### src/hdl/psdc_pkg.sv
// Shared types, constants and helpers for the pixel sharpen/denoise/contrast block.
// No dependencies; the top level, queue, front and back ends import this package.
`default_nettype none
package psdc_pkg;

	localparam int DEF_MAX_WIDTH  = 2048;
	localparam int DEF_MAX_HEIGHT = 2048;

	// config register file
	localparam int CFG_IDX_W  = 2;
	localparam int CFG_DATA_W = 12;
	localparam logic [CFG_IDX_W-1:0] REG_FRAME_WIDTH  = 2'd0;
	localparam logic [CFG_IDX_W-1:0] REG_FRAME_HEIGHT = 2'd1;
	localparam logic [CFG_IDX_W-1:0] REG_QUALITY      = 2'd2;
	localparam logic [11:0] RST_FRAME_WIDTH  = 12'd1920;
	localparam logic [11:0] RST_FRAME_HEIGHT = 12'd1080;
	localparam logic [8:0]  RST_QUALITY      = 9'd256;

	// channel arithmetic, code << 8
	localparam int FULL_SCALE  = 65280;
	localparam int MID_GREY    = 32640;
	localparam int Q_ONE       = 256;
	localparam int Q_CONTRAST  = 205;   // contrast on below this quality
	localparam int DENOISE_K   = 51;
	localparam int CONTRAST_K  = 768;

	// decoupling queue between front and back
	localparam int QDEPTH = 4;
	localparam int QAW    = $clog2(QDEPTH);
	localparam int QCW    = $clog2(QDEPTH + 1);

	typedef logic [31:0] rgba_t;

	// one classified pixel: the one above (center) and the incoming one
	typedef struct packed {
		rgba_t       ctr;
		rgba_t       px;
		logic [29:0] nsum;      // three 10-bit neighbour sums
		logic        interior;
		logic        above;     // emit the pixel one row up
		logic        self;      // emit the incoming pixel too (last row)
		logic        eof;
	} entry_t;

	// quality-derived controls for the back end
	typedef struct packed {
		logic [9:0]  q3;        // 3*q
		logic [13:0] thr;       // 51*(256-q)
		logic [9:0]  m2;        // 768-q
		logic        contrast_on;
	} qctl_t;

	function automatic logic [15:0] clamp_fs(input logic signed [28:0] v);
		logic [15:0] r;
		if (v < 0) begin
			r = 16'd0;
		end else if (v > 29'(FULL_SCALE)) begin
			r = 16'(FULL_SCALE);
		end else begin
			r = v[15:0];
		end
		return r;
	endfunction

endpackage
`default_nettype wire

### src/hdl/psdc_out_if.sv
// Output pixel channel: valid/ready handshake with RGBA result and markers.
// Standalone; no package dependency.
`default_nettype none
interface psdc_out_if;
	logic       valid;
	logic       ready;
	logic [7:0] out_red;
	logic [7:0] out_green;
	logic [7:0] out_blue;
	logic [7:0] out_alpha;
	logic       last_of_run;
	logic       end_of_frame;

	modport source (output valid, out_red, out_green, out_blue, out_alpha,
		last_of_run, end_of_frame, input ready);
	modport sink   (input valid, out_red, out_green, out_blue, out_alpha,
		last_of_run, end_of_frame, output ready);
endinterface
`default_nettype wire

### src/hdl/psdc_back.sv
// Back end: expands queue entries into one or two results and runs the
// sharpen, denoise and contrast pipeline. Depends on psdc_pkg, psdc_out_if.
`default_nettype none
module psdc_back (
	input  wire logic              clk,
	input  wire logic              arst_n,
	input  wire psdc_pkg::qctl_t   qctl,
	input  wire psdc_pkg::entry_t  head,
	input  wire logic              head_valid,
	output logic                   pop,
	psdc_out_if.source             pix_out
);
	import psdc_pkg::*;

	logic ph_q;          // above pixel already sent, self pending
	logic en, issue, is_above;

	logic [7:0]  code_c [3];
	logic [7:0]  alpha_c;
	logic        intr_c, last_c, eof_c;

	logic               v_s1, v_s2, v_s3, v_s4;
	logic signed [17:0] d_s1 [3];
	logic [7:0]         code_s1 [3], code_s2 [3];
	logic               intr_s1, intr_s2;
	logic signed [28:0] p1_s2 [3];
	logic [15:0]        s_s3 [3], s_s4 [3];
	logic signed [27:0] p2_s4 [3];
	logic [7:0]         alpha_s1, alpha_s2, alpha_s3, alpha_s4;
	logic [1:0]         mk_s1, mk_s2, mk_s3, mk_s4;   // {last, eof}

	logic        out_valid_q;
	logic [7:0]  res_q [3];
	logic [7:0]  alpha_q;
	logic        last_q, eof_q;

	logic [15:0]        s3_c [3];
	logic [7:0]         res_c [3];

	assign en    = !out_valid_q || pix_out.ready;
	assign issue = en && head_valid;

	always_comb begin
		is_above = head.above && !ph_q;
		for (int k = 0; k < 3; k++) begin
			code_c[k] = is_above ? head.ctr[8*k +: 8] : head.px[8*k +: 8];
		end
		alpha_c = is_above ? head.ctr[31:24] : head.px[31:24];
		intr_c  = is_above && head.interior;
		last_c  = !(is_above && head.self);
		eof_c   = !is_above && head.eof;
	end

	assign pop = issue && last_c;

	always_ff @(posedge clk or negedge arst_n) begin
		if (!arst_n) begin
			ph_q        <= 1'b0;
			v_s1        <= 1'b0;
			v_s2        <= 1'b0;
			v_s3        <= 1'b0;
			v_s4        <= 1'b0;
			out_valid_q <= 1'b0;
		end else begin
			if (pop) begin
				ph_q <= 1'b0;
			end else if (issue) begin
				ph_q <= 1'b1;
			end
			if (en) begin
				v_s1        <= issue;
				v_s2        <= v_s1;
				v_s3        <= v_s2;
				v_s4        <= v_s3;
				out_valid_q <= v_s4;
			end
		end
	end

	// stage 3 comb: sharpen divide/clamp, then denoise snap
	always_comb begin
		logic signed [28:0] base, sh;
		logic [15:0]        sc;
		logic signed [17:0] dd;
		logic [16:0]        ad;
		for (int k = 0; k < 3; k++) begin
			base = $signed({13'd0, code_s2[k], 8'd0});
			sh   = intr_s2 ? base + p1_s2[k] / 29'sd512 : base;
			sc   = clamp_fs(sh);
			dd   = $signed({2'd0, sc}) - $signed(18'(MID_GREY));
			ad   = (dd < 0) ? 17'(-dd) : 17'(dd);
			s3_c[k] = ({ad, 2'b00} < {5'd0, qctl.thr}) ? 16'(MID_GREY) : sc;
		end
	end

	// output comb: contrast divide/clamp
	always_comb begin
		logic signed [28:0] v;
		logic [15:0]        vc;
		for (int k = 0; k < 3; k++) begin
			v  = $signed(29'(MID_GREY)) + 29'(p2_s4[k] / 28'sd512);
			vc = clamp_fs(v);
			res_c[k] = qctl.contrast_on ? vc[15:8] : s_s4[k][15:8];
		end
	end

	always_ff @(posedge clk) begin
		if (en) begin
			for (int k = 0; k < 3; k++) begin
				d_s1[k]    <= $signed({2'd0, code_c[k], 8'd0}) -
					$signed({2'd0, head.nsum[10*k +: 10], 6'd0});
				code_s1[k] <= code_c[k];
				code_s2[k] <= code_s1[k];
				p1_s2[k]   <= 29'(d_s1[k]) * $signed({19'd0, qctl.q3});
				s_s3[k]    <= s3_c[k];
				s_s4[k]    <= s_s3[k];
				p2_s4[k]   <= 28'($signed({1'b0, s_s3[k]}) - $signed(17'(MID_GREY))) *
					$signed({18'd0, qctl.m2});
				res_q[k]   <= res_c[k];
			end
			intr_s1  <= intr_c;
			intr_s2  <= intr_s1;
			alpha_s1 <= alpha_c;
			alpha_s2 <= alpha_s1;
			alpha_s3 <= alpha_s2;
			alpha_s4 <= alpha_s3;
			alpha_q  <= alpha_s4;
			mk_s1    <= {last_c, eof_c};
			mk_s2    <= mk_s1;
			mk_s3    <= mk_s2;
			mk_s4    <= mk_s3;
			last_q   <= mk_s4[1];
			eof_q    <= mk_s4[0];
		end
	end

	assign pix_out.valid        = out_valid_q;
	assign pix_out.out_red      = res_q[0];
	assign pix_out.out_green    = res_q[1];
	assign pix_out.out_blue     = res_q[2];
	assign pix_out.out_alpha    = alpha_q;
	assign pix_out.last_of_run  = last_q;
	assign pix_out.end_of_frame = eof_q;
endmodule
`default_nettype wire
### src/flat_wrapper.sv
// flat-port wrapper written by rule: the top's interface ports become plain ports
module psdc_back_flat import psdc_pkg::*;
  (clk, arst_n, qctl, head, head_valid, pop, pix_out_valid, pix_out_out_red, pix_out_out_green, pix_out_out_blue, pix_out_out_alpha, pix_out_last_of_run, pix_out_end_of_frame, pix_out_ready);
  psdc_out_if pix_out_i ();
  input  wire logic clk;
  input  wire logic arst_n;
  input  wire psdc_pkg::qctl_t qctl;
  input  wire psdc_pkg::entry_t head;
  input  wire logic head_valid;
  output logic pop;
  output wire logic [$bits(pix_out_i.valid)-1:0] pix_out_valid;
  output wire logic [$bits(pix_out_i.out_red)-1:0] pix_out_out_red;
  output wire logic [$bits(pix_out_i.out_green)-1:0] pix_out_out_green;
  output wire logic [$bits(pix_out_i.out_blue)-1:0] pix_out_out_blue;
  output wire logic [$bits(pix_out_i.out_alpha)-1:0] pix_out_out_alpha;
  output wire logic [$bits(pix_out_i.last_of_run)-1:0] pix_out_last_of_run;
  output wire logic [$bits(pix_out_i.end_of_frame)-1:0] pix_out_end_of_frame;
  input wire logic [$bits(pix_out_i.ready)-1:0] pix_out_ready;
  assign pix_out_valid = pix_out_i.valid;
  assign pix_out_out_red = pix_out_i.out_red;
  assign pix_out_out_green = pix_out_i.out_green;
  assign pix_out_out_blue = pix_out_i.out_blue;
  assign pix_out_out_alpha = pix_out_i.out_alpha;
  assign pix_out_last_of_run = pix_out_i.last_of_run;
  assign pix_out_end_of_frame = pix_out_i.end_of_frame;
  assign pix_out_i.ready = pix_out_ready;
  psdc_back u_core (.clk(clk), .arst_n(arst_n), .qctl(qctl), .head(head), .head_valid(head_valid), .pop(pop), .pix_out(pix_out_i));
endmodule
### config.mk
export PLATFORM = sky130hd
export DESIGN_NAME = psdc_back_flat
export DESIGN_NICKNAME = d
export VERILOG_FILES = /design/src/hdl/psdc_pkg.sv /design/src/hdl/psdc_out_if.sv /design/src/hdl/psdc_back.sv /design/src/flat_wrapper.sv
export SDC_FILE = /design/constraint.sdc
export NUM_CORES = 2
export LEC_CHECK = 0
export BUFFER_PORTS_ARGS = -buffer_cell sky130_fd_sc_hd__buf_2
export CORE_MARGIN = 1
export CORE_UTILIZATION = 65
export CTS_BUF_LIST = sky130_fd_sc_hd__clkbuf_8
export CTS_CLUSTER_SIZE = 28
export DETAILED_ROUTE_END_ITERATION = 7
export HOLD_SLACK_MARGIN = 0.02
export PLACE_DENSITY_LB_ADDON = 0.2
export SLEW_MARGIN = 10
export SYNTH_ARGS = -nofsm -noshare
export SYNTH_HDL_FRONTEND = slang
export SYNTH_SLANG_ARGS = --single-unit
### constraint.sdc
create_clock -name clk -period 19.6 [get_ports clk]
set_clock_uncertainty 0.05 [all_clocks]
set_input_delay 0.98 -clock clk [delete_from_list [all_inputs] [get_ports clk]]
set_output_delay 0.98 -clock clk [all_outputs]
set_load 0.02 [all_outputs]
==> flow_summary.toml <==
[cts]
cts_buffer_depth = 3
cts_setup_buffers = 0
cts-root-buf = "clkbuf_8"
cts_tree = "yes"
clk_latency_ns = 0.70
clkSlewWorstSetupHoldPaths_ns = 0.06
clock_sinks = 388
htree_levels = 3
cts_buffers = 72

[flow_run]
maxCapViolations = 0

[synth]
async_flop_share_pct = 1.546
synthTopCellsByArea = "fa_1 (30%), edfxtp_1 (22%), ha_1 (11%)"
ys_ff_latch = 388
synth_top_area_share_pct = 29.63
yosys_warnings = 0
synth.distinct_cells = 99
synth_top_area_cell = "fa_1"
synthMostInstantiatedCell = "inv_1"
synth_commonest_cells = "inv_1 (965), fa_1 (783), and2_1 (514)"
synth_edf_count = 382
ys.flop_type = "edfxtp_1"
synth.net_count = 6730
syn_area_per_cell_um2 = 9.880
postSynthCellCount = 5354
syn_area_um2 = 52900
yosysSeqAreaShare_pct = 21.97

[critical_path]
critPathCaptureType = "flop"
worst-endpoint-required_ns = 19.97
critical_path_arrival_ns = 7.96
cp_max_fo = 15
worst_setup_path_start_kind = "flop"
critical_path_class = "reg -> reg"

[die]
initial_core_util_pct = 65.67
die-area_um2 = 82530
die_y_um = 287.3
rows = 104
die_w_um = 287.3
io_pins = 173
design.core.area_um2 = 80550

[grt]
grt_overflow = 0
grt_max_degree = 164
grt_pass1_vias = 38490
grt_pass1_wl_um = 187100
grt_usage_pct = 28.06
antenna_found_initial = 1

[outcome]
run_status = "complete, no violations"

[final_layout]
synthToLayoutAreaGrowth_pct = 5.890
drive_gt1_share_pct = 7.064
nets = 6826

[route]
antenna_left = 0
avgViaCountPerCell = 5.554
post_drt_wl_per_cell_um = 16.74
routed_wl_um = 110000
via_count = 36476
first_iter_violations = 2026
first_pass_iters = 5
drc = 0

[sta]
finalHoldViolCount = 0
fin_tns_setup_ns = 0
setup_viol = 0
max_freq_ghz = 0.1317
min_period_ns = 7.591
fin_crit_sh_pct = 38.73
maxSlewViolCount = 0
worst_pin_slew_ns = 1.114
rsz0062_at_grt = "false"
slew_headroom_pct = 25.76

[place]
gp_congestion = 0.8801
hpwl_um = 85520
port_buffers = 172

[worst_hold_path]
hold_class = "reg -> reg"
==> critical path: stages, from the launching register on <==
cell	delay [ns]
edfxtp_1	0.78
ha_1	0.37
xor2_1	0.63
nand2_1	0.17
fa_1	0.62
fa_1	0.45
fa_1	0.57
fa_1	0.43
fa_1	0.49
inv_1	0.04
ha_1	0.35
and3_1	0.21
a21oi_1	0.10
o21ai_0	0.14
nor4_1	0.25
o41ai_1	0.20
a31o_2	0.31
nand2_1	0.09
a21oi_1	0.07
a2111oi_0	0.67
a21oi_1	0.16
xnor2_1	0.18
==> metal layers <==
| metal | part of all wire, % | track usage (%) | routed length, um | vias up |
|---|---|---|---|---|
| li1 | - | - | - | 17431 |
| met3 | 4.7 | 3.357 | 5114 | 176 |
| met4 | 2.4 | 8.019 | 2639 | 0 |
| met1 | 43 | 37.07 | 46950 | 18062 |
| met5 | 0 | 0 | 0 | - |
| met2 | 50 | 48.72 | 55260 | 807 |
==> what timing repair did <==
action,CTS,global route
resized for setup,0,0
endpoints found under the hold margin,6,0
endpoints found under the setup margin,0,0
hold buffers,1,0
==> flip-flops by register name, summed over array words and instances, names as in the netlist, 2 cells and up <==
register / cells
u_core.s_s3: 48
u_core.code_s1: 24
u_core.mk_s1: 2
u_core.alpha_s2: 8
u_core.alpha_s4: 8
u_core.mk_s4: 2
u_core.p2_s4: 84
u_core.alpha_s3: 8
u_core.mk_s2: 2
u_core.res_q: 24
u_core.mk_s3: 2
u_core.p1_s2: 69
u_core.d_s1: 33
u_core.pix_out.out_alpha: 8
u_core.alpha_s1: 8
u_core.s_s4: 24
u_core.code_s2: 24
==> through the flow <==
| step | hold slack, ns | instance area [um2] | instances | setup slack [ns] | utilization, % |
|---|---|---|---|---|---|
| CTS | 0.3479 | 56010 | 6567 | 12.03 | 69.54 |
| detailed placement | 0.3545 | 54570 | 6435 | 11.66 | 67.75 |
| finish | 0.3435 | 56010 | 6568 | 12.01 | 69.54 |
| global route | 0.3676 | 56010 | 6568 | 11.39 | 69.54 |
| global placement | 0.3505 | 54570 | 6435 | 11.78 | 67.75 |
| floorplan | 0.3503 | 52900 | 5354 | 5.123 | - |
==> cell type report <==
type                       count  area (um2)
antenna                        1       2.502
timing repair buffer         190        1011
clock inverter                59       436.7
fill                        6204       24530
sequential                   388       11620
clock buffer                  72       991.0
inverter                     965        3622
tap                         1060        1326
multi-input combinational   3833       37000
==> path summary, 6_finish.rpt <==
check / start / end / slack [ns] / cells after the start
worst max-delay path: u_core.s_s3[0][23] / u_core.p2_s4[0][55] / 12.01 / 21
worst min register to register: u_core.code_s1[0][14] / u_core.code_s2[0][14] / 0.34 / 0
max in group asynchronous: arst_n / u_core.pix_out.valid / 18.71 / 2
worst min-delay path: u_core.code_s1[0][14] / u_core.code_s2[0][14] / 0.34 / 0
min in group asynchronous: arst_n / u_core.ph_q / 0.64 / 2
worst max register to register: u_core.s_s3[0][23] / u_core.p2_s4[0][55] / 12.01 / 21
==> kinds of logic after synthesis <==
group	after synthesis	share of synthesized area (%)
AO/OA/AOI/OAI	608	7.737
XOR/XNOR	253	4.189
multiplexers	59	1.230
buffers and inverters	1133	8.108
flip-flops	388	21.97
adder cells (fa/ha/maj)	1239	40.42
AND/OR/NAND/NOR	1674	16.35
==> cell usage in the layout (no fill, tap or decap), types with 20 or more instances in the layout <==
| master | instances |
|---|---|
| inv_1 | 977 |
| fa_1 | 783 |
| and2_1 | 514 |
| nand2_1 | 493 |
| ha_1 | 456 |
| edfxtp_1 | 382 |
| nor2_1 | 240 |
| xnor2_1 | 185 |
| buf_2 | 172 |
| a21oi_1 | 144 |
| o21ai_0 | 120 |
| nand3_1 | 74 |
| clkbuf_8 | 72 |
| nor3_1 | 69 |
| xor2_1 | 68 |
| nor2b_1 | 65 |
| a21o_1 | 57 |
| nand2b_1 | 47 |
| mux2_2 | 47 |
| o21a_1 | 44 |
| and3_1 | 35 |
| a31oi_1 | 32 |
| or3_1 | 23 |
| clkinv_1 | 21 |
| nand4_1 | 20 |
Power is left out: the tool's default activity adds up to more than one toggle a clock period on the data nets, which glitch-free logic cannot reach.
