### config.mk
export PLATFORM = sky130hd
export DESIGN_NAME = psdc_queue
export DESIGN_NICKNAME = d
export VERILOG_FILES = /design/src/hdl/psdc_pkg.sv /design/src/hdl/psdc_queue.sv
export SDC_FILE = /design/constraint.sdc
export NUM_CORES = 1
export LEC_CHECK = 0
export BUFFER_PORTS_ARGS = -buffer_cell sky130_fd_sc_hd__buf_4
export CELL_PAD_IN_SITES_DETAIL_PLACEMENT = 1
export CELL_PAD_IN_SITES_GLOBAL_PLACEMENT = 1
export CORE_UTILIZATION = 50
export CTS_CLUSTER_DIAMETER = 150
export DETAILED_ROUTE_END_ITERATION = 8
export PLACE_DENSITY_LB_ADDON = 0.1
export SLEW_MARGIN = 20
export SYNTH_ARGS = -nofsm -noshare
export SYNTH_HDL_FRONTEND = slang
export SYNTH_SLANG_ARGS = --single-unit
### constraint.sdc
create_clock -name clk -period 8.6 [get_ports clk]
set_input_delay 0.43 -clock clk [delete_from_list [all_inputs] [get_ports clk]]
set_output_delay 0.43 -clock clk [all_outputs]
set_load 0.01 [all_outputs]
### src/hdl/psdc_pkg.sv
// Shared types, constants and helpers for the pixel sharpen/denoise/contrast block.
// No dependencies; the top level, queue, front and back ends import this package.
`default_nettype none
package psdc_pkg;

	localparam int DEF_MAX_WIDTH  = 2048;
	localparam int DEF_MAX_HEIGHT = 2048;

	// config register file
	localparam int CFG_IDX_W  = 2;
	localparam int CFG_DATA_W = 12;
	localparam logic [CFG_IDX_W-1:0] REG_FRAME_WIDTH  = 2'd0;
	localparam logic [CFG_IDX_W-1:0] REG_FRAME_HEIGHT = 2'd1;
	localparam logic [CFG_IDX_W-1:0] REG_QUALITY      = 2'd2;
	localparam logic [11:0] RST_FRAME_WIDTH  = 12'd1920;
	localparam logic [11:0] RST_FRAME_HEIGHT = 12'd1080;
	localparam logic [8:0]  RST_QUALITY      = 9'd256;

	// channel arithmetic, code << 8
	localparam int FULL_SCALE  = 65280;
	localparam int MID_GREY    = 32640;
	localparam int Q_ONE       = 256;
	localparam int Q_CONTRAST  = 205;   // contrast on below this quality
	localparam int DENOISE_K   = 51;
	localparam int CONTRAST_K  = 768;

	// decoupling queue between front and back
	localparam int QDEPTH = 4;
	localparam int QAW    = $clog2(QDEPTH);
	localparam int QCW    = $clog2(QDEPTH + 1);

	typedef logic [31:0] rgba_t;

	// one classified pixel: the one above (center) and the incoming one
	typedef struct packed {
		rgba_t       ctr;
		rgba_t       px;
		logic [29:0] nsum;      // three 10-bit neighbour sums
		logic        interior;
		logic        above;     // emit the pixel one row up
		logic        self;      // emit the incoming pixel too (last row)
		logic        eof;
	} entry_t;

	// quality-derived controls for the back end
	typedef struct packed {
		logic [9:0]  q3;        // 3*q
		logic [13:0] thr;       // 51*(256-q)
		logic [9:0]  m2;        // 768-q
		logic        contrast_on;
	} qctl_t;

	function automatic logic [15:0] clamp_fs(input logic signed [28:0] v);
		logic [15:0] r;
		if (v < 0) begin
			r = 16'd0;
		end else if (v > 29'(FULL_SCALE)) begin
			r = 16'(FULL_SCALE);
		end else begin
			r = v[15:0];
		end
		return r;
	endfunction

endpackage
`default_nettype wire

### src/hdl/psdc_queue.sv
// Short FIFO between front and back ends, holds classified pixels.
// Depends on psdc_pkg (entry_t, QDEPTH).
`default_nettype none
module psdc_queue (
	input  wire logic              clk,
	input  wire logic              arst_n,
	input  wire logic              push,
	input  wire psdc_pkg::entry_t  push_entry,
	input  wire logic              pop,
	output psdc_pkg::entry_t       head,
	output logic                   nonempty,
	output logic [psdc_pkg::QCW-1:0] count
);
	import psdc_pkg::*;

	entry_t           mem_q [QDEPTH];
	logic [QAW-1:0]   wptr_q;
	logic [QAW-1:0]   rptr_q;
	logic [QCW-1:0]   cnt_q;

	always_ff @(posedge clk or negedge arst_n) begin
		if (!arst_n) begin
			wptr_q <= '0;
			rptr_q <= '0;
			cnt_q  <= '0;
		end else begin
			if (push) begin
				wptr_q <= QAW'(wptr_q + 1'b1);
			end
			if (pop) begin
				rptr_q <= QAW'(rptr_q + 1'b1);
			end
			if (push && !pop) begin
				cnt_q <= QCW'(cnt_q + 1'b1);
			end else if (pop && !push) begin
				cnt_q <= QCW'(cnt_q - 1'b1);
			end
		end
	end

	always_ff @(posedge clk) begin
		if (push) begin
			mem_q[wptr_q] <= push_entry;
		end
	end

	assign head     = mem_q[rptr_q];
	assign nonempty = (cnt_q != '0);
	assign count    = cnt_q;
endmodule
`default_nettype wire

==> flow_summary_export.csv, run 1 <==
group,metric,value,unit
routing,drc,0,
synth,syn_nets,653,
pwr,p_switching,1.702,mW
global_route,antenna_found_initial,0,
worst_setup_path,critPathKind,"flop to output pin",
clock_tree,clock-root-buffer,"clkbuf_16",
sta,slew_viol_final,0,
floorplan,die_area,29950,µm²
clock_tree,clkLatencyLatePin,520,ps
sta,holdWs,106.5,ps
floorplan,die_w,173.1,µm
synth,syn_inst,545,
sta,fin_skew,15.80,ps
sta,slew-limit-headroom,40.62,%
placed_design,placed_area,16430,µm²
cells_and_area,drive_above_1_share,45.82,%
global_route,grt_pass1_vias,7235,
clock_tree,tritoncts,"yes",
sta,fin_crit,3425,ps
cells_and_area,fin_cells,1185,
worst_setup_path,critPathLaunchType,"flop",
clock_tree,ctsResizeCount,0,
placed_design,dp_cells,1116,
sta,rsz0062_at_grt,"no",
sta,fin_crit_sh,39.83,%
pwr,power.internal,4.425,mW
placed_design,place_ws,5127,ps
flow_run,drv_cap,0,
pwr,power.share.combinational,29.6,%
pwr,leakage,6.041,nW
routing,routed_wirelength,27980,µm
routing,drt-pass1-iter-count,4,
synth,synth_top_cell_by_area,"edfxtp_1",
floorplan,rows,62,
sta,tns,0,ps
synth,synth_top_area_share,80.45,%
worst_setup_path,cp.required,8170,ps
worst_setup_path,arrival,3000,ps
clock_tree,post_cts_buffers,0,
worst_setup_path,cp-end-kind,"output pin",
clock_tree,clk_path_buf_depth,3,
synth,yosys_warnings,0,
cells_and_area,n_antenna_cell,0,
pwr,p_clk_share,26.6,%
synth,ys_top_cells_by_area,"edfxtp_1 80%, mux4_2 15%, buf_12 1.4%",
cells_and_area,postLayoutCellArea,17690,µm²
sta,maxClockFrequency,292.0,MHz
clock_tree,htree_levels,2,
pwr,swShare,27.78,%
synth,synth.avg_cell_area,26.85,µm²
synth,ys_ff_latch,399,
global_route,grt_max_degree,78,
floorplan,dieHeight,173.1,µm
cells_and_area,final_net_count,884,
floorplan,coreArea,28780,µm²
routing,initialDrtViolationCount,458,
clock_tree,cts_buffers,40,
worst_setup_path,cp_max_fo,52,
synth,synth_cell_type_count,18,
global_route,grt_usage,19.16,%
floorplan,io_pins,204,
synth,syn-cell-area,14630,µm²
pwr,ir_worst_vdd,0.0003010,V
pwr,finalPower,6.127,mW
routing,vias,6460,
sta,finalSetupViolations,0,
routing,ant_nets,0,
outcome,outcome,"completed",
global_route,grt_overflow_total,0,
clock_tree,path_clk_slew,60,ps
routing,vias_per_cell,5.451,
min_path,holdCritPathClass,"input pin to flop",
sta,setup_ws,5175,ps
pwr,seq_power_share,43.8,%
global_route,grt_pass1_wl,42750,µm
clock_tree,clock_sinks,399,
placed_design,numPortBuffers,203,
floorplan,start_util,50.84,%
sta,hold_viol,0,
placed_design,hpwl,16580,µm
placed_design,gp_congestion,0.7098,
cells_and_area,final_core_util,61.47,%
cells_and_area,fillers,2360,
sta,worst_pin_slew,890.7,ps
cells_and_area,syn2layout_area_growth,20.91,%
pwr,power.density,346.4,nW/µm²
synth,synth.yosys.seq_area_share,81.65,%
routing,routedWlPerCell,23.61,µm
[metal layers]
| metal | up-vias | global-route usage (%) | part of all wire (%) |
|---|---|---|---|
| li1 | 2794 | - | - |
| met1 | 3412 | 24.08 | 39 |
| met2 | 215 | 32.85 | 52 |
| met3 | 39 | 5.585 | 7.6 |
| met4 | 0 | 4.904 | 1.8 |
| met5 | - | 0 | 0 |
[layout by cell type (no fill, tap or decap)]
cell type,n
mux4_2,98
clkinv_1,7
xnor2_1,2
buf_6,2
nor2_1,1
o21ai_0,1
or3_1,1
mux2_2,1
clkbuf_16,41
xor2_1,4
buf_4,207
edfxtp_1,392
dfrtp_1,5
buf_16,1
clkinv_2,5
nand2_1,2
inv_1,4
ha_1,5
and2_4,4
dfrtp_4,2
clkbuf_1,8
fa_1,1
bufinv_16,2
dlygate4sd3_1,1
clkinvlp_4,1
clkbuf_8,3
[state kept, by name (all words and copies together), names as in the netlist]
| signal | cells |
|---|---|
| count | 3 |
| mem_q | 392 |
| rptr_q | 2 |
| wptr_q | 2 |
[area by class of cell]
| class | count | area, µm² | area share [%] |
|---|---|---|---|
| multi-input cells | 120 | 2411 | 13.63 |
| well taps | 384 | 480.5 | 2.716 |
| clock buffers | 52 | 1097 | 6.203 |
| inverters | 4 | 15.01 | 0.08487 |
| clock inverters | 15 | 118.9 | 0.6719 |
| repair buffers | 211 | 1614 | 9.124 |
| flip-flops and latches | 399 | 11950 | 67.57 |
[cell usage after synthesis]
master and number:
nand2_1 2, xnor2_1 2, buf_2 10, fa_1 1, buf_12 10, buf_6 1
nor2_1 1, dfrtp_1 7, mux4_2 98, buf_4 1, and2_1 4, xor2_1 4
or3_1 1, inv_1 4, mux2_2 1, o21ai_0 1, edfxtp_1 392, ha_1 5
[power by group through the flow]
stage	Clock [mW]	Sequential (mW)	Combinational, mW
6_report	1.63	2.69	1.81
5_1_grt	1.72	2.72	1.95
4_1_cts	1.66	2.74	1.80
3_5_place_dp	0	2.78	1.80
3_3_place_gp	0	2.74	1.78
2_1_floorplan	0	2.67	1.19
[critical path, stage by stage, from the launching register on]
cell,delay (ps)
dfrtp_4,680
buf_16,300
buf_6,620
mux4_2,630
buf_4,170
[final timing paths]
kind	start	end	slack [ps]	depth (start not counted)
max in group asynchronous	arst_n	rptr_q[0]	8190	2
hold reg to reg	count[2]	count[2]	510	1
setup reg to reg	wptr_q[1]	mem_q[1][92]	6070	4
min in group asynchronous	arst_n	count[0]	270	2
setup / recovery	rptr_q[0]	head[17]	5170	4
hold / removal	push_entry[73]	mem_q[0][73]	110	1
[kinds of logic (layout without fill, tap and decap cells)]
kind of cell,count (synthesis),in the layout,share of synthesized area (%)
flops,399,399,81.65
mux,99,99,15.16
buf+inv,26,282,1.941
simple gates,8,8,0.2907
fa+ha+maj,6,6,0.5644
xor+xnor,6,6,0.3592
compound gates,1,1,0.03417
[what timing repair did]
action / in CTS / in global routing
hold buffers: 1 / 0
setup endpoints to repair: 0 / 0
endpoints found under the hold margin: 7 / 0
Note: power is estimated with default switching activity, not from simulation.
==> inputs of run 2 (changes only) <==
--- a/config.mk
+++ b/config.mk
@@ -8,7 +8,7 @@
 export BUFFER_PORTS_ARGS = -buffer_cell sky130_fd_sc_hd__buf_4
 export CELL_PAD_IN_SITES_DETAIL_PLACEMENT = 1
 export CELL_PAD_IN_SITES_GLOBAL_PLACEMENT = 1
-export CORE_UTILIZATION = 50
+export CORE_UTILIZATION = 45
 export CTS_CLUSTER_DIAMETER = 150
 export DETAILED_ROUTE_END_ITERATION = 8
 export PLACE_DENSITY_LB_ADDON = 0.1
==> constraint.sdc (replaced) <==
create_clock -name clk -period 2.9 [get_ports clk]
set_input_delay 0.145 -clock clk [delete_from_list [all_inputs] [get_ports clk]]
set_output_delay 0.145 -clock clk [all_outputs]
set_load 0.01 [all_outputs]
==> run 2 against run 1 <==
Count of clock-buffer cells in the layout rose by 8. Total power rose to 3.1 times the previous value. First-iteration DRC count fell by 23%. Setup slack got worse by 4900 ps.
==> flow_summary_export.csv, run 2 (synthesis gave the netlist of run 1 again) <==
group,metric,value,unit
routing,drc,0,
min_path,hold_depth,2,
clock_tree,cts_buffers,42,
global_route,grt_pass1_wl,46290,µm
sta,worst_pin_slew,711.4,ps
floorplan,rows,65,
global_route,grt_overflow_total,0,
sta,hold_viol,0,
sta,slew_viol_final,0,
sta,setup_ws,279.4,ps
cells_and_area,multi_input_area,2411,µm²
min_path,hold_path_end,"mem_q[3][6]",
sta,tns,0,ps
global_route,grt_usage,18.57,%
placed_design,hpwl,17470,µm
min_path,holdCritStartpoint,"push_entry[6]",
routing,routedWlPerCell,21.98,µm
global_route,grt_pass1_vias,7997,
clock_tree,post_cts_buffers,0,
clock_tree,clock_sinks,399,
clock_tree,ctsResizeCount,0,
floorplan,io_pins,204,
floorplan,coreArea,31800,µm²
worst_setup_path,cp_max_fo,31,
worst_setup_path,r2r_slack,1040,ps
placed_design,numPortBuffers,203,
worst_setup_path,cp.required,2760,ps
floorplan,die_w,182.3,µm
sta,slew-limit-headroom,52.58,%
routing,initialDrtViolationCount,352,
clock_tree,clk_path_buf_depth,3,
routing,routed_wirelength,29720,µm
flow_run,drv_cap,0,
cells_and_area,syn2layout_area_growth,30.22,%
outcome,outcome,"completed",
sta,rsz0062_at_grt,"no",
floorplan,die_area,33240,µm²
worst_setup_path,cp-end-kind,"output pin",
sta,fin_skew,10.90,ps
cells_and_area,final_common_cell,"edfxtp_1",
routing,vias,6886,
clock_tree,path_clk_slew,60,ps
cells_and_area,final_core_util,59.92,%
cells_and_area,mostFrequentLayoutCells,"392 x edfxtp_1, 207 x buf_4, 102 x dlygate4sd3_1, 98 x mux4_2, 45 x clkbuf_16",
routing,vias_per_cell,5.093,
sta,finalSetupViolations,0,
placed_design,gp_congestion,0.7248,
clock_tree,clkLatencyLatePin,520,ps
placed_design,place_ws,747.3,ps
cells_and_area,drive_above_1_share,41.42,%
cells_and_area,fillers,2645,
clock_tree,tritoncts,"yes",
routing,drt-pass1-iter-count,4,
global_route,antenna_found_initial,2,
sta,fin_crit_sh,90.37,%
cells_and_area,regArea,11950,µm²
pwr,power.density,986.7,nW/µm²
min_path,holdCritPathClass,"input pin to flop",
worst_setup_path,critPathKind,"flop to output pin",
worst_setup_path,critPathLaunchType,"flop",
sta,maxClockFrequency,381.6,MHz
worst_setup_path,arrival,2480,ps
worst_setup_path,r2r-end,"mem_q[0][36]",
floorplan,dieHeight,182.3,µm
clock_tree,htree_levels,2,
worst_setup_path,rr_worst_depth,4,
global_route,grt_max_degree,99,
clock_tree,holdBufCountCts,102,
routing,ant_nets,0,
cells_and_area,regMostFlops,"mem_q",
pwr,leakage,6.586,nW
clock_tree,clock-root-buffer,"clkbuf_16",
worst_setup_path,worstReg2RegStart,"wptr_q[0]",
pwr,ir_worst_vdd,0.0006463,V
cells_and_area,largest_reg_flops,392,
sta,fin_crit,2621,ps
floorplan,start_util,46.01,%
cells_and_area,final_net_count,995,
run 2: cell types whose count changed in the layout (fill, tap and decap cells not counted):
cell           before  now
buf_12              0   11
buf_16              1    0
clkinv_1            7    5
clkbuf_16          41   45
dlygate4sd3_1       1  102
clkbuf_1            8   11
clkbuf_8            3    4
buf_6               2    0
diode_2             0    2
clkinv_2            5    4
run 2: how the worst max path moves through the flow:
stage	startpoint	end	slack, ps	cells past startpoint
6_report	rptr_q[0]	head[38]	280	3
5_1_grt	rptr_q[0]	head[38]	110	3
4_1_cts	rptr_q[0]	head[59]	180	3
3_5_place_dp	rptr_q[0]	head[59]	750	3
3_3_place_gp	rptr_q[0]	head[66]	770	3
2_1_floorplan	wptr_q[0]	mem_q[0][0]	630	3
run 2: per-layer routing:
metal	routed length, µm	global-route usage [%]	vias to the layer above	share of wire, %
met5	0	0	-	0
met3	1798	4.690	41	6.1
met4	454	4.336	0	1.5
li1	-	-	3032	-
met1	12320	23.67	3626	41
met2	15150	32.12	187	51
run 2: power by group:
group | internal (mW) | switching [mW] | leakage [nW] | total (mW)
clock network | 3.09 | 2.03 | 0.648 | 5.12
logic | 2.98 | 2.74 | 2.26 | 5.73
registers | 7.55 | 0.406 | 3.68 | 7.95
total | 13.6 | 5.18 | 6.59 | 18.8
run 2: area by class of cell:
| class | count | area share, % |
|---|---|---|
| well taps | 435 | 2.857 |
| inverters | 4 | 0.07880 |
| flip-flops and latches | 399 | 62.74 |
| diodes | 2 | 0.02627 |
| repair buffers | 320 | 14.67 |
| multi-input cells | 120 | 12.65 |
| clock inverters | 12 | 0.5582 |
| clock buffers | 60 | 6.416 |
run 2: per-stage QoR:
stage | power, mW | instance area [µm²] | instances | hold slack, ps
after floorplan | 11.38 | 14640 | 545 | -150.6
after global placement | 13.67 | 16700 | 1176 | -31.38
after detailed placement | 13.83 | 16700 | 1176 | -28.92
after CTS | 19.14 | 19050 | 1350 | 341.2
after global routing | 19.68 | 19050 | 1352 | 349.8
final | 18.80 | 19050 | 1352 | 367.4
run 2: worst max-delay path, stage by stage (launching register included):
cell and delay, ps:
dfrtp_4 890, buf_4 350, mux4_2 540, buf_4 160
==> inputs of run 3 (changes only) <==
--- a/config.mk
+++ b/config.mk
@@ -12,6 +12,7 @@
 export CTS_CLUSTER_DIAMETER = 150
 export DETAILED_ROUTE_END_ITERATION = 8
 export PLACE_DENSITY_LB_ADDON = 0.1
+export SETUP_SLACK_MARGIN = 0.4
 export SLEW_MARGIN = 20
 export SYNTH_ARGS = -nofsm -noshare
 export SYNTH_HDL_FRONTEND = slang
==> run 3 against run 2 <==
Total power up 0.70%. Flip-flop and latch count unchanged. Sequential power down 2%. Utilization up 0.20 points. Final area up 0.33%. Clock power about the same. Hold slack about the same. Global-route usage up 0.17 points. Non-clock buffer count up 5. First-iteration DRC count up 8.0%. Critical endpoint is now head[59].
==> flow_summary_export.csv, run 3 (synthesis gave the netlist of run 1 again) <==
group,metric,value,unit
global_route,grt_usage,18.74,%
routing,routed_wirelength,29890,µm
cells_and_area,mostFrequentLayoutCells,"392 x edfxtp_1, 210 x buf_4, 102 x dlygate4sd3_1, 98 x mux4_2, 45 x clkbuf_16",
sta,tns,0,ps
flow_run,drv_cap,0,
clock_tree,path_clk_slew,60,ps
placed_design,hpwl,17470,µm
sta,finalSetupViolations,0,
cells_and_area,regMostFlops,"mem_q",
sta,fin_crit,2250,ps
floorplan,die_w,182.3,µm
floorplan,io_pins,204,
floorplan,rows,65,
clock_tree,ctsResizeCount,0,
clock_tree,cts_buffers,42,
floorplan,die_area,33240,µm²
global_route,grt_overflow_total,0,
cells_and_area,largest_reg_flops,392,
sta,rsz0062_at_grt,"no",
global_route,grt_max_degree,99,
routing,drt-pass1-iter-count,4,
sta,slew_viol_final,0,
cells_and_area,syn2layout_area_growth,30.65,%
floorplan,start_util,46.01,%
worst_setup_path,crit_cells,3,
sta,setup_ws,649.6,ps
worst_setup_path,crit_slowest_cell,"buf_4",
worst_setup_path,worst-path-buf-inv,2,
worst_setup_path,crit_family,"buffers and inverters",
sta,hold_viol,0,
worst_setup_path,cp.required,2760,ps
clock_tree,clkLatencyLatePin,520,ps
clock_tree,tritoncts,"yes",
routing,ant_nets,0,
worst_setup_path,critPathLaunchType,"flop",
floorplan,coreArea,31800,µm²
routing,drc,0,
placed_design,numPortBuffers,203,
worst_setup_path,endpoint,"head[59]",
placed_design,place_ws,747.3,ps
sta,maxClockFrequency,444.4,MHz
cells_and_area,final_net_count,1000,
clock_tree,clk_path_buf_depth,3,
cells_and_area,fin_cells,1357,
clock_tree,clock-root-buffer,"clkbuf_16",
clock_tree,htree_levels,2,
cells_and_area,fillers,2642,
min_path,holdCritPathClass,"input pin to flop",
worst_setup_path,worstReg2RegStart,"wptr_q[0]",
routing,vias,6919,
sta,slew-limit-headroom,56.91,%
worst_setup_path,cpMostUsedCell,"buf_4",
routing,vias_per_cell,5.099,
pwr,ir_worst_vdd,0.0006465,V
routing,routedWlPerCell,22.03,µm
worst_setup_path,cp_max_fo,42,
worst_setup_path,max_stage_delay,530,ps
global_route,grt_pass1_wl,46590,µm
worst_setup_path,cp-end-kind,"output pin",
outcome,outcome,"completed",
cells_and_area,final_common_cell,"edfxtp_1",
worst_setup_path,r2r_slack,1040,ps
worst_setup_path,r2r-end,"mem_q[0][36]",
min_path,holdCritStartpoint,"push_entry[94]",
routing,initialDrtViolationCount,380,
placed_design,gp_congestion,0.7248,
worst_setup_path,critPathKind,"flop to output pin",
pwr,power.density,990.3,nW/µm²
worst_setup_path,worstSetupStartpoint,"rptr_q[1]",
cells_and_area,drive_above_1_share,41.74,%
placed_design,dp_cells,1176,
pwr,finalPower,18.93,mW
worst_setup_path,rr_worst_depth,4,
worst_setup_path,critical_path.cell_chain,"buf_4 -> mux4_2 -> buf_4",
sta,fin_crit_sh,77.60,%
pwr,leakage,6.620,nW
worst_setup_path,arrival,2110,ps
global_route,grt_pass1_vias,8029,
sta,worst_pin_slew,646.4,ps
global_route,antenna_found_initial,2,
floorplan,dieHeight,182.3,µm
sta,fin_skew,11.70,ps
clock_tree,clock_sinks,399,
-- run 3: cell types whose count changed in the layout (fill, tap and decap cells not counted) --
cell	previous run	this run
buf_4	207	210
buf_12	11	13
-- run 3: stage by stage --
| stage | hold slack [ps] | area [µm²] | utilization [%] |
|---|---|---|---|
| 2_1_floorplan | -150.6 | 14640 | - |
| 3_3_place_gp | -31.38 | 16700 | 52.51 |
| 3_5_place_dp | -28.92 | 16700 | 52.51 |
| 4_1_cts | 341.2 | 19110 | 60.10 |
| 5_1_grt | 349.8 | 19120 | 60.11 |
| 6_report | 367.1 | 19120 | 60.11 |
-- run 3: timing repair --
action | CTS | global route
endpoints found under the setup margin | 73 | 0
buffers inserted | 5 | 0
hold buffers | 102 | 0
endpoints found under the hold margin | 403 | 0
-- run 3: worst register-to-register path, stage by stage, from the launching register on --
cell and delay [ps]:
dfrtp_1 430, inv_1 130, ha_1 150, and2_4 490, buf_12 300
-- run 3: worst min-delay path by stage --
| stage | endpoint | cells after the start |
|---|---|---|
| after floorplan | count[0] | 0 |
| after global placement | count[1] | 1 |
| after detailed placement | count[1] | 1 |
| after CTS | mem_q[0][76] | 2 |
| after global routing | mem_q[2][57] | 2 |
| final | mem_q[2][94] | 2 |
-- run 3: power breakdown --
| group | switching, mW | total [mW] | internal [mW] | leakage, nW |
|---|---|---|---|---|
| logic | 2.91 | 5.99 | 3.07 | 2.29 |
| registers | 0.270 | 7.82 | 7.55 | 3.68 |
| clock network | 2.04 | 5.13 | 3.09 | 0.648 |
-- run 3: layout make-up --
class | instances | area [µm²] | area share, %
sequential | 399 | 11950 | 62.53
timing repair buffer | 325 | 2858 | 14.95
multi-input combinational | 120 | 2411 | 12.61
clock buffer | 60 | 1222 | 6.395
tap | 435 | 544.3 | 2.847
clock inverter | 12 | 106.4 | 0.5564
inverter | 4 | 15.01 | 0.07854
antenna | 2 | 5.005 | 0.02618
-- run 3: routing by layer --
layer	share of wire, %	track usage (%)	wire length [µm]
met5	0	0	0
met2	51	32.64	15370
met3	5.7	4.690	1717
met1	41	23.71	12340
met4	1.5	4.336	458
